**src/rcfs_pkg.sv**
```systemverilog
package rcfs_pkg;

    // Array and field geometry.
    localparam int ARRAY_DEPTH = 1024;
    localparam int ADDR_W      = $clog2(ARRAY_DEPTH);
    localparam int WIN_W       = ADDR_W + 1;
    localparam int POS_W       = 10;
    localparam int KEY_W       = 10;
    localparam int COUNT_W     = 11;
    localparam int SUM_W       = 31;
    localparam int SQ_W        = 2 * COUNT_W;
    localparam int CFG_W       = 11;

    // Request codes.
    localparam logic CMD_LOAD  = 1'b0;
    localparam logic CMD_QUERY = 1'b1;

    // Configuration register indexes.
    localparam logic REG_ELEMENT_COUNT = 1'b0;

    // Reset value of element_count.
    localparam logic [CFG_W-1:0] ELEMENT_COUNT_RESET = CFG_W'(1024);

    // Commands from the controller to the datapath.
    typedef struct packed {
        logic capture;
        logic clear_step;
        logic step;
        logic read_count;
        logic square;
        logic update;
        logic load_write;
        logic respond;
    } dp_cmd_t;

    // Status from the datapath to the controller.
    typedef struct packed {
        logic clear_last;
        logic is_load;
        logic load_ok;
        logic bad;
        logic need_step;
    } dp_status_t;

endpackage

```
**src/rcfs_ctrl.sv**
```systemverilog
module rcfs_ctrl (
    input  logic                 clk,
    input  logic                 rst_n,
    input  logic                 start,
    input  rcfs_pkg::dp_status_t status,
    output rcfs_pkg::dp_cmd_t    cmd,
    output logic                 busy
);
    import rcfs_pkg::*;

    typedef enum logic [6:0] {
        ST_CLEAR  = 7'b0000001,
        ST_IDLE   = 7'b0000010,
        ST_CHECK  = 7'b0000100,
        ST_ADDR   = 7'b0001000,
        ST_KEY    = 7'b0010000,
        ST_CNT    = 7'b0100000,
        ST_LOADWR = 7'b1000000
    } state_t;

    state_t state_reg;
    state_t state_next;
    logic   upd_reg;
    logic   upd_next;

    // State register; reset starts the histogram clearing pass.
    always_ff @(posedge clk or negedge rst_n)
    begin
        if (!rst_n)
        begin
            state_reg <= ST_CLEAR;
            upd_reg   <= 1'b0;
        end
        else
        begin
            state_reg <= state_next;
            upd_reg   <= upd_next;
        end
    end

    // Next state and datapath commands.
    // The update of one element happens in the cycle after ST_CNT, marked by upd_reg,
    // while the machine already sits in ST_CHECK again.
    always_comb
    begin
        cmd        = '0;
        state_next = state_reg;
        upd_next   = 1'b0;
        unique case (state_reg)
            ST_CLEAR:
            begin
                cmd.clear_step = 1'b1;
                if (status.clear_last)
                begin
                    state_next = ST_IDLE;
                end
            end
            ST_IDLE:
            begin
                if (start)
                begin
                    cmd.capture = 1'b1;
                    state_next  = ST_CHECK;
                end
            end
            ST_CHECK:
            begin
                if (upd_reg)
                begin
                    // Finish the pending element before deciding again.
                    cmd.update = 1'b1;
                end
                else
                begin
                    priority if (status.is_load && !status.load_ok)
                    begin
                        state_next = ST_IDLE;
                    end
                    else if (!status.is_load && status.bad)
                    begin
                        cmd.respond = 1'b1;
                        state_next  = ST_IDLE;
                    end
                    else if (status.need_step)
                    begin
                        state_next = ST_ADDR;
                    end
                    else if (status.is_load)
                    begin
                        state_next = ST_LOADWR;
                    end
                    else
                    begin
                        cmd.respond = 1'b1;
                        state_next  = ST_IDLE;
                    end
                end
            end
            ST_ADDR:
            begin
                cmd.step   = 1'b1;
                state_next = ST_KEY;
            end
            ST_KEY:
            begin
                cmd.read_count = 1'b1;
                state_next     = ST_CNT;
            end
            ST_CNT:
            begin
                cmd.square = 1'b1;
                upd_next   = 1'b1;
                state_next = ST_CHECK;
            end
            ST_LOADWR:
            begin
                cmd.load_write = 1'b1;
                state_next     = ST_IDLE;
            end
            default:
            begin
                state_next = ST_IDLE;
            end
        endcase
    end

    assign busy = (state_reg != ST_IDLE);

endmodule

```
**config.mk**
```make
export PLATFORM = sky130hd
export DESIGN_NAME = rcfs_ctrl
export DESIGN_NICKNAME = d
export VERILOG_FILES = /design/src/rcfs_pkg.sv /design/src/rcfs_ctrl.sv
export SDC_FILE = /design/constraint.sdc
export NUM_CORES = 1
export LEC_CHECK = 0
export BUFFER_PORTS_ARGS = -buffer_cell sky130_fd_sc_hd__buf_2
export CORE_AREA = 2 2 39 41
export DETAILED_ROUTE_END_ITERATION = 12
export DIE_AREA = 0 0 41 43
export PLACE_DENSITY = 0.66
export SLEW_MARGIN = 20
export SYNTH_ARGS = -nofsm -noshare
export SYNTH_HDL_FRONTEND = slang
export SYNTH_SLANG_ARGS = --single-unit
```
**constraint.sdc**
```tcl
create_clock -name clk -period 2.4 [get_ports clk]
set_clock_uncertainty 0.2 [all_clocks]
set_input_delay 0.48 -clock clk [delete_from_list [all_inputs] [get_ports clk]]
set_output_delay 0.48 -clock clk [all_outputs]
set_load 0.05 [all_outputs]
```
==> results of run 1 <==
## per-layer routing
layer | track usage, % | vias up | share of wire (%)
met1 | 24.4 | 263 | 44
met3 | 0 | 2 | 2.4
met4 | 12.0 | 0 | 1.3
li1 | - | 262 | -
met2 | 25.3 | 11 | 52
met5 | 0 | - | 0
## placed cells by master (no fill, tap or decap), types with 3 or more instances in the layout
cell	netlist	layout
inv_1	3	3
clkbuf_4	0	5
nor2b_1	3	3
dfrtp_1	7	7
buf_6	0	7
buf_2	0	10
nand2_1	4	4
o21ai_0	4	4
buf_4	1	12
## cells by family after synthesis
| group | after synthesis | synth area share [%] |
|---|---|---|
| AND/OR/NAND/NOR | 28 | 35.7 |
| AO/OA/AOI/OAI | 9 | 13.5 |
| flip-flops | 8 | 41.9 |
| buffers and inverters | 5 | 4.69 |
| XOR/XNOR | 1 | 1.82 |
| multiplexers | 1 | 2.34 |
## stage by stage
stage               setup TNS (ns)  utilization (%)  hold WS [ns]  setup slack, ns
floorplan                    -1.12                -       -0.0156           -0.411
global placement            -0.359             49.9         0.121           -0.199
detailed placement          -0.425             49.9         0.121           -0.218
CTS                          -1.38             57.3         0.191           -0.423
global route                 -1.84             60.5         0.197           -0.491
finish                       -1.53             60.5         0.203           -0.421
## final cells by class
cell class	instances	area [µm²]
Clock buffer	4	26.3
Fill cell	113	547
Inverter	3	11.3
Multi-Input combinational cell	39	334
Sequential cell	8	201
Tap cell	16	20.0
Timing Repair Buffer	32	244
## power groups by stage
stage | clock network [mW] | logic, mW | registers, mW
4_1_cts | 0.109 | 0.385 | 0.160
5_1_grt | 0.116 | 0.459 | 0.162
2_1_floorplan | 0 | 0.229 | 0.166
3_5_place_dp | 0 | 0.334 | 0.162
3_3_place_gp | 0 | 0.331 | 0.163
6_report | 0.103 | 0.429 | 0.161
## worst paths after layout
kind / startpoint / endpoint / cells after the start
max: state_reg[6] / cmd[0] / 4
min: status[4] / state_reg[0] / 2
max reg2reg: state_reg[6] / state_reg[1] / 4
min reg2reg: upd_reg / state_reg[3] / 1
max in group asynchronous: rst_n / state_reg[0] / 2
min in group asynchronous: rst_n / state_reg[1] / 2
## timing repair
item                       in CTS  in global routing
setup buffers                   3                  2
hold endpoints to repair        7                  0
hold buffers                    1                  0
setup endpoints to repair       4                  7
pin swaps                       1                  1
resized for setup              11                  7
==> results_dict.tcl, run 1 <==
set metrics [dict create \
    combinationalPowerShare_pct 61.9 \
    swShare_pct 41.1 \
    peakVddDrop_mv 0.546 \
    synth_seq_cells 8 \
    r2r_slack_ns 0.23 \
    required_ns 1.72 \
    grt_pass1_vias 489 \
    ys_warn_count 0 \
    insertedDiodeCount 0 \
    min_path_type "input port to flip-flop" \
    place_area_um2 691 \
    synth.top_cell.area_share_pct 36.5 \
    layout-drive-gt1-share_pct 58.1 \
    period_share_pct 118 \
    final_nets 95 \
    critPathArrivalTime_ns 2.14 \
    clockPowerShare_pct 14.9 \
    post-synth-top-count-cell "dfrtp_1" \
    power_mw 0.692 \
    finalNonFillerCells 102 \
    slowest_delay_ns 0.54 \
    ant_nets 0 \
    antenna_found_initial 0 \
    synth_edf_count 0 \
    vias 538 \
    critical_path_class "flip-flop to output pin" \
    wl_per_cell_um 14.0 \
    timing.critical_path.buf_inv 1 \
    placementRows 14 \
    ys_top_cells_by_count "7 x dfrtp_1, 4 x nand2_1, 4 x nor2_1, 4 x o21ai_0" \
    insertion_delay_ns 0.25 \
    cpMaxStageDelayCell "or4_4" \
    crit_family "simple AND/OR/NAND/NOR gates" \
    p_switching_mw 0.285 \
    fin_crit_ns 2.82 \
    syn_inst 52 \
    drt_iter0_markers 18 \
    start_util_pct 34.7 \
    htreeDepth 1 \
    power.internal_mw 0.408 \
    coreArea_um2 1380 \
    die_x_um 41 \
    firstDrtPassIters 4 \
    grt_max_degree 9 \
    cts.reportedPaths.clkPinSlew_ns 0.05 \
    fp.dieH_um 43 \
    synth.yosys.seq_area_share_pct 41.9 \
    start_kind "flip-flop" \
    ys_types 24 \
    yosys.area.top_type "dfrtp_1" \
    path_max_fanout 4 \
    cts_buffers 3 \
    synthTopCellsByArea "dfrtp_1 36%, dfstp_2 5.5%, nor4b_1 5.5%" \
    wirelength_mm 1.42 \
    synthArstFlopShare_pct 100 \
    ios 17 \
    violations "setup timing" \
    worstMarginPinSlew_ns 0.623 \
    max-slew-margin-rel_pct 57.9 \
    largest_reg_flops 7 \
    hold_viol 0 \
    clockBufferDepth 2 \
    dp.cells 92 \
    power_frac_seq_pct 23.2 \
    drc_errors 0 \
    cap_violations 0 \
    status "complete, but fails checks" \
    pwr_density_cell_nw_per_um2 827 \
    synthToLayoutAreaGrowth_pct 74.2 \
    cts_tree "built" \
    mappedNetlistNets 60 \
    finalSetupViolations 4 \
    viasPerCell 5.27 \
    fmax_mhz 355 \
    crit_path_end_kind "output pin" \
    grt_usage_pct 17.4 \
    cts.sink_count 8 \
    synth_flop_cell "dfrtp_1" \
    path_cells "or4_4 -> or4b_4 -> nor4_4 -> buf_6" \
    synthesis.area_um2 480 \
    p_leak_nw 0.378 \
    grt_pass1_wl_mm 2.06 \
    fin_ws_ns -0.421 \
    grt_overflow_total 0 \
    place_hpwl_um 964 \
    cts_root_buf "clkbuf_4" \
    dieArea_um2 1760 \
    maxSlewViolCount 0 \
    routabilityCongestion 0.768 \
    final_area_um2 837 \
    io_buffers 16 \
    avgSynthCellArea_um2 9.24 \
    grt_setup_unrepaired "true" \
]
Power figures use the tool's default switching activity.
==> run 2: changes to the inputs <==
==> constraint.sdc (replaced) <==
create_clock -name clk -period 3.4 [get_ports clk]
set_clock_uncertainty 0.2 [all_clocks]
set_input_delay 0.68 -clock clk [delete_from_list [all_inputs] [get_ports clk]]
set_output_delay 0.68 -clock clk [all_outputs]
set_load 0.05 [all_outputs]
==> run 2 against run 1 <==
The run now ends clean. Non-clock buffer count down 16. Utilization down 17 points. Sequential share of layout area up 9.1 points. Global-route usage up 0.38 points. Largest power group unchanged.
==> results_dict.tcl, run 2 (synthesized netlist as in run 1, its figures left out) <==
set metrics [dict create \
    period_share_pct 94.7 \
    start_kind "flip-flop" \
    grt_max_degree 9 \
    grt_overflow_total 0 \
    slowest_delay_ns 0.58 \
    ios 17 \
    clockPowerShare_pct 20.7 \
    cts_tree "built" \
    dieArea_um2 1760 \
    cts_root_buf "clkbuf_4" \
    critPathArrivalTime_ns 2.34 \
    viasPerCell 5.30 \
    fp.dieH_um 43 \
    cts.reportedPaths.clkPinSlew_ns 0.06 \
    combinationalPowerShare_pct 46.1 \
    hold_viol 0 \
    antenna_found_initial 0 \
    power_frac_seq_pct 33.2 \
    highest_layer "met4" \
    crit_path_end_kind "output pin" \
    layout_commonest_cell "buf_2" \
    wirelength_mm 1.12 \
    p_switching_mw 0.165 \
    hold_buffers 0 \
    power_mw 0.380 \
    fmax_mhz 311 \
    cts_resized 0 \
    multiInputGateArea_um2 269 \
    grt_pass1_wl_mm 1.99 \
    ant_nets 0 \
    min_path_type "input port to async pin" \
    layout-drive-gt1-share_pct 38.6 \
    n_fill_cell 144 \
    place_hpwl_um 899 \
    insertedDiodeCount 0 \
    wl_per_cell_um 13.1 \
    path_cells "or4_4 -> or4b_4 -> nor2_1 -> buf_2" \
    die_x_um 41 \
    placementRows 14 \
    coreArea_um2 1380 \
    start_util_pct 34.7 \
    path_max_fanout 6 \
    regArea_um2 201 \
    firstDrtPassIters 4 \
    place_area_um2 582 \
    fin_crit_ns 3.22 \
    final_cell_mix "16 x buf_2, 7 x dfrtp_1, 4 x nor2_1, 4 x nand2_1, 4 x o21ai_0" \
    drc_errors 0 \
    clockBufferDepth 2 \
    final_nets 79 \
    post_cts_buffers 0 \
    grt_usage_pct 17.8 \
    cpMaxStageDelayCell "or4_4" \
    met3_length_um 65 \
    pwr_density_cell_nw_per_um2 626 \
    cap_violations 0 \
    finalNonFillerCells 86 \
    finalSetupViolations 0 \
    cts.sink_count 8 \
    largest_reg_flops 7 \
    maxSlewViolCount 0 \
    swShare_pct 43.5 \
    grt_pass1_vias 428 \
    status "completed" \
    synthToLayoutAreaGrowth_pct 26.6 \
    critical_path_class "flip-flop to output pin" \
    wl_met2_um 552 \
    max-slew-margin-rel_pct 59.5 \
    peakVddDrop_mv 0.236 \
    vias 456 \
    grt_setup_unrepaired "false" \
    worstMarginPinSlew_ns 0.599 \
    hold_ws_ns 0.0572 \
    insertion_delay_ns 0.25 \
    routabilityCongestion 0.677 \
    final_area_um2 608 \
    drt_iter0_markers 16 \
    dp.cells 82 \
    power.internal_mw 0.215 \
    p_leak_nw 0.284 \
    setup_tns_ns 0 \
    io_buffers 16 \
    cts_buffers 3 \
    htreeDepth 1 \
    required_ns 2.52 \
    wl_met1_um 484 \
]
run 2: cell count changes in the layout (fill, tap and decap cells not counted), moves of 2 or more:
cell | previous run | this run
nor3b_2 | 2 | 0
buf_6 | 7 | 0
nor2_1 | 1 | 4
nor3b_1 | 0 | 2
buf_4 | 12 | 0
clkbuf_4 | 5 | 3
nor4_4 | 2 | 0
buf_2 | 10 | 16
nor2_2 | 2 | 0
run 2: power groups by stage:
stage | registers, mW | logic (mW) | clock network (mW)
2_1_floorplan | 0.117 | 0.148 | 0
3_3_place_gp | 0.129 | 0.171 | 0
3_5_place_dp | 0.128 | 0.175 | 0
4_1_cts | 0.127 | 0.175 | 0.0827
5_1_grt | 0.131 | 0.197 | 0.0886
6_report | 0.126 | 0.175 | 0.0788
run 2: path summary, 6_finish.rpt:
kind | cells after the start | endpoint | startpoint | slack [ns]
worst max-delay path | 4 | cmd[2] | state_reg[6] | 0.18
worst min-delay path | 1 | state_reg[2] | rst_n | 0.06
worst max register to register | 4 | state_reg[1] | state_reg[6] | 1.17
worst min register to register | 1 | state_reg[6] | upd_reg | 0.31
max in group asynchronous | 1 | state_reg[0] | rst_n | 2.70
min in group clk | 1 | state_reg[6] | upd_reg | 0.31
run 2: area by class of cell:
type / count / area share (%)
tap: 16 / 3.29
clock buffer: 4 / 4.32
multi-input combinational: 39 / 44.2
sequential: 8 / 33.1
timing repair buffer: 16 / 13.2
inverter: 3 / 1.85
run 2: critical path: cells and delay by family (launching register included):
family / cells / cell delay, ns
buf+inv: 1 / 0.31
flops: 1 / 0.42
simple gates: 3 / 1.34
run 2: per-stage QoR:
step / util (%) / worst slack [ns]
detailed placement: 42.0 / 0.463
global placement: 42.0 / 0.513
floorplan: - / 0.0956
global route: 43.9 / 0.0871
CTS: 43.9 / 0.169
finish: 43.9 / 0.180
run 2: layer usage:
metal	GRT usage, %	vias up
met3	6.28	2
met2	25.3	15
met5	0	-
met1	21.5	208
li1	-	231
met4	12.0	0
==> run 3: changes to the inputs <==
--- a/config.mk
+++ b/config.mk
@@ -5,8 +5,10 @@
 export SDC_FILE = /design/constraint.sdc
 export NUM_CORES = 1
 export LEC_CHECK = 0
+export ABC_CLOCK_PERIOD_IN_PS = 3400
 export BUFFER_PORTS_ARGS = -buffer_cell sky130_fd_sc_hd__buf_2
 export CORE_AREA = 2 2 39 41
+export CTS_BUF_LIST = sky130_fd_sc_hd__clkbuf_4
 export DETAILED_ROUTE_END_ITERATION = 12
 export DIE_AREA = 0 0 41 43
 export PLACE_DENSITY = 0.66
==> run 3 against run 2 <==
Flip-flop and latch count is the same. Non-clock buffer count is the same. Clock power grew 8.9%. Routed wire length is 1.2% higher. Combinational power barely moved. Utilization increased by 0.27 points. Fmax increased by 0.10%. First-iteration DRC count fell by 13%.
==> results_dict.tcl, run 3 (synthesized netlist as in run 1, its figures left out) <==
set metrics [dict create \
    htreeDepth 1 \
    place_hpwl_um 899 \
    cts_root_buf "clkbuf_4" \
    insertedDiodeCount 0 \
    critPathArrivalTime_ns 2.34 \
    cts_resized 0 \
    largest_reg_flops 7 \
    layout-drive-gt1-share_pct 40.0 \
    peakVddDrop_mv 0.195 \
    placementRows 14 \
    synthToLayoutAreaGrowth_pct 27.3 \
    grt_overflow_total 0 \
    dieArea_um2 1760 \
    layout_commonest_cell "buf_2" \
    cap_violations 0 \
    ant_nets 0 \
    clockBufferDepth 2 \
    hold_viol 0 \
    worstMarginPinSlew_ns 0.599 \
    min_path_type "input port to async pin" \
    critical_path_class "flip-flop to output pin" \
    grt_setup_unrepaired "false" \
    period_share_pct 94.6 \
    drc_errors 0 \
    routabilityCongestion 0.677 \
    maxSlewViolCount 0 \
    coreArea_um2 1380 \
    final_cell_mix "16 x buf_2, 7 x dfrtp_1" \
    final_nets 79 \
    drt_iter0_markers 14 \
    start_util_pct 34.7 \
    fmax_mhz 311 \
    insertion_delay_ns 0.25 \
    grt_pass1_wl_mm 1.98 \
    final_area_um2 612 \
    required_ns 2.52 \
    wl_per_cell_um 13.2 \
    antenna_found_initial 0 \
    status "completed" \
    grt_max_degree 9 \
    fp.dieH_um 43 \
    setup_tns_ns 0 \
    grt_usage_pct 17.7 \
    path_max_fanout 6 \
    cts_buffers 3 \
    die_x_um 41 \
    start_kind "flip-flop" \
    vias 457 \
    power_mw 0.388 \
    ios 17 \
    cts.reportedPaths.clkPinSlew_ns 0.06 \
    post_cts_buffers 0 \
    rr_worst_depth 4 \
    wirelength_mm 1.14 \
    fin_crit_ns 3.22 \
    pwr_density_cell_nw_per_um2 634 \
    firstDrtPassIters 4 \
    viasPerCell 5.31 \
    finalSetupViolations 0 \
    dp.cells 82 \
    hold_buffers 0 \
    finalNonFillerCells 86 \
    cts.sink_count 8 \
    place_area_um2 582 \
    cts_tree "built" \
    max-slew-margin-rel_pct 59.5 \
    io_buffers 16 \
    final_core_util_pct 44.2 \
    crit_path_end_kind "output pin" \
    grt_pass1_vias 429 \
    p_leak_nw 0.287 \
]
run 3: cell types whose count changed in the layout (fill, tap and decap cells not counted):
cell	change
clkbuf_4	+1
clkbuf_1	-1
run 3: report_power, final:
group | internal (mW) | leakage, nW | switching, mW | total (mW)
registers | 0.107 | 0.104 | 0.0201 | 0.127
logic | 0.0633 | 0.165 | 0.112 | 0.175
clock network | 0.0529 | 0.0184 | 0.0329 | 0.0858
run 3: worst max-delay path: stages, from the launching register on:
cell,delay (ns)
dfrtp_1,0.42
or4_4,0.58
or4b_4,0.54
nor2_1,0.22
buf_2,0.31
run 3: worst paths after layout:
path | start | end | slack, ns
max | state_reg[6] | cmd[2] | 0.18
min | rst_n | state_reg[6] | 0.06
max reg2reg | state_reg[6] | state_reg[1] | 1.17
min reg2reg | upd_reg | state_reg[6] | 0.31
max in group asynchronous | rst_n | state_reg[0] | 2.70
min in group clk | upd_reg | state_reg[6] | 0.31
run 3: layer usage:
metal  up-vias  track usage [%]  routed length [µm]
li1        229                -                   -
met1       207             21.5                 477
met2        19             25.0                 559
met3         2             6.28                  78
met4         0             12.0                  22
met5         -                0                   0
run 3: final cells by class:
cell class                      count  area [µm²]
Clock buffer                        4        30.0
Fill cell                         143         772
Inverter                            3        11.3
Multi-Input combinational cell     39         269
Sequential cell                     8         201
Tap cell                           16        20.0
Timing Repair Buffer               16        80.1
run 3: stage by stage:
step	worst slack, ns	hold WS (ns)
3_3_place_gp	0.513	0.308
6_report	0.184	0.0611
3_5_place_dp	0.463	0.311
2_1_floorplan	0.0956	0.184
4_1_cts	0.171	0.0546
5_1_grt	0.0874	0.0513
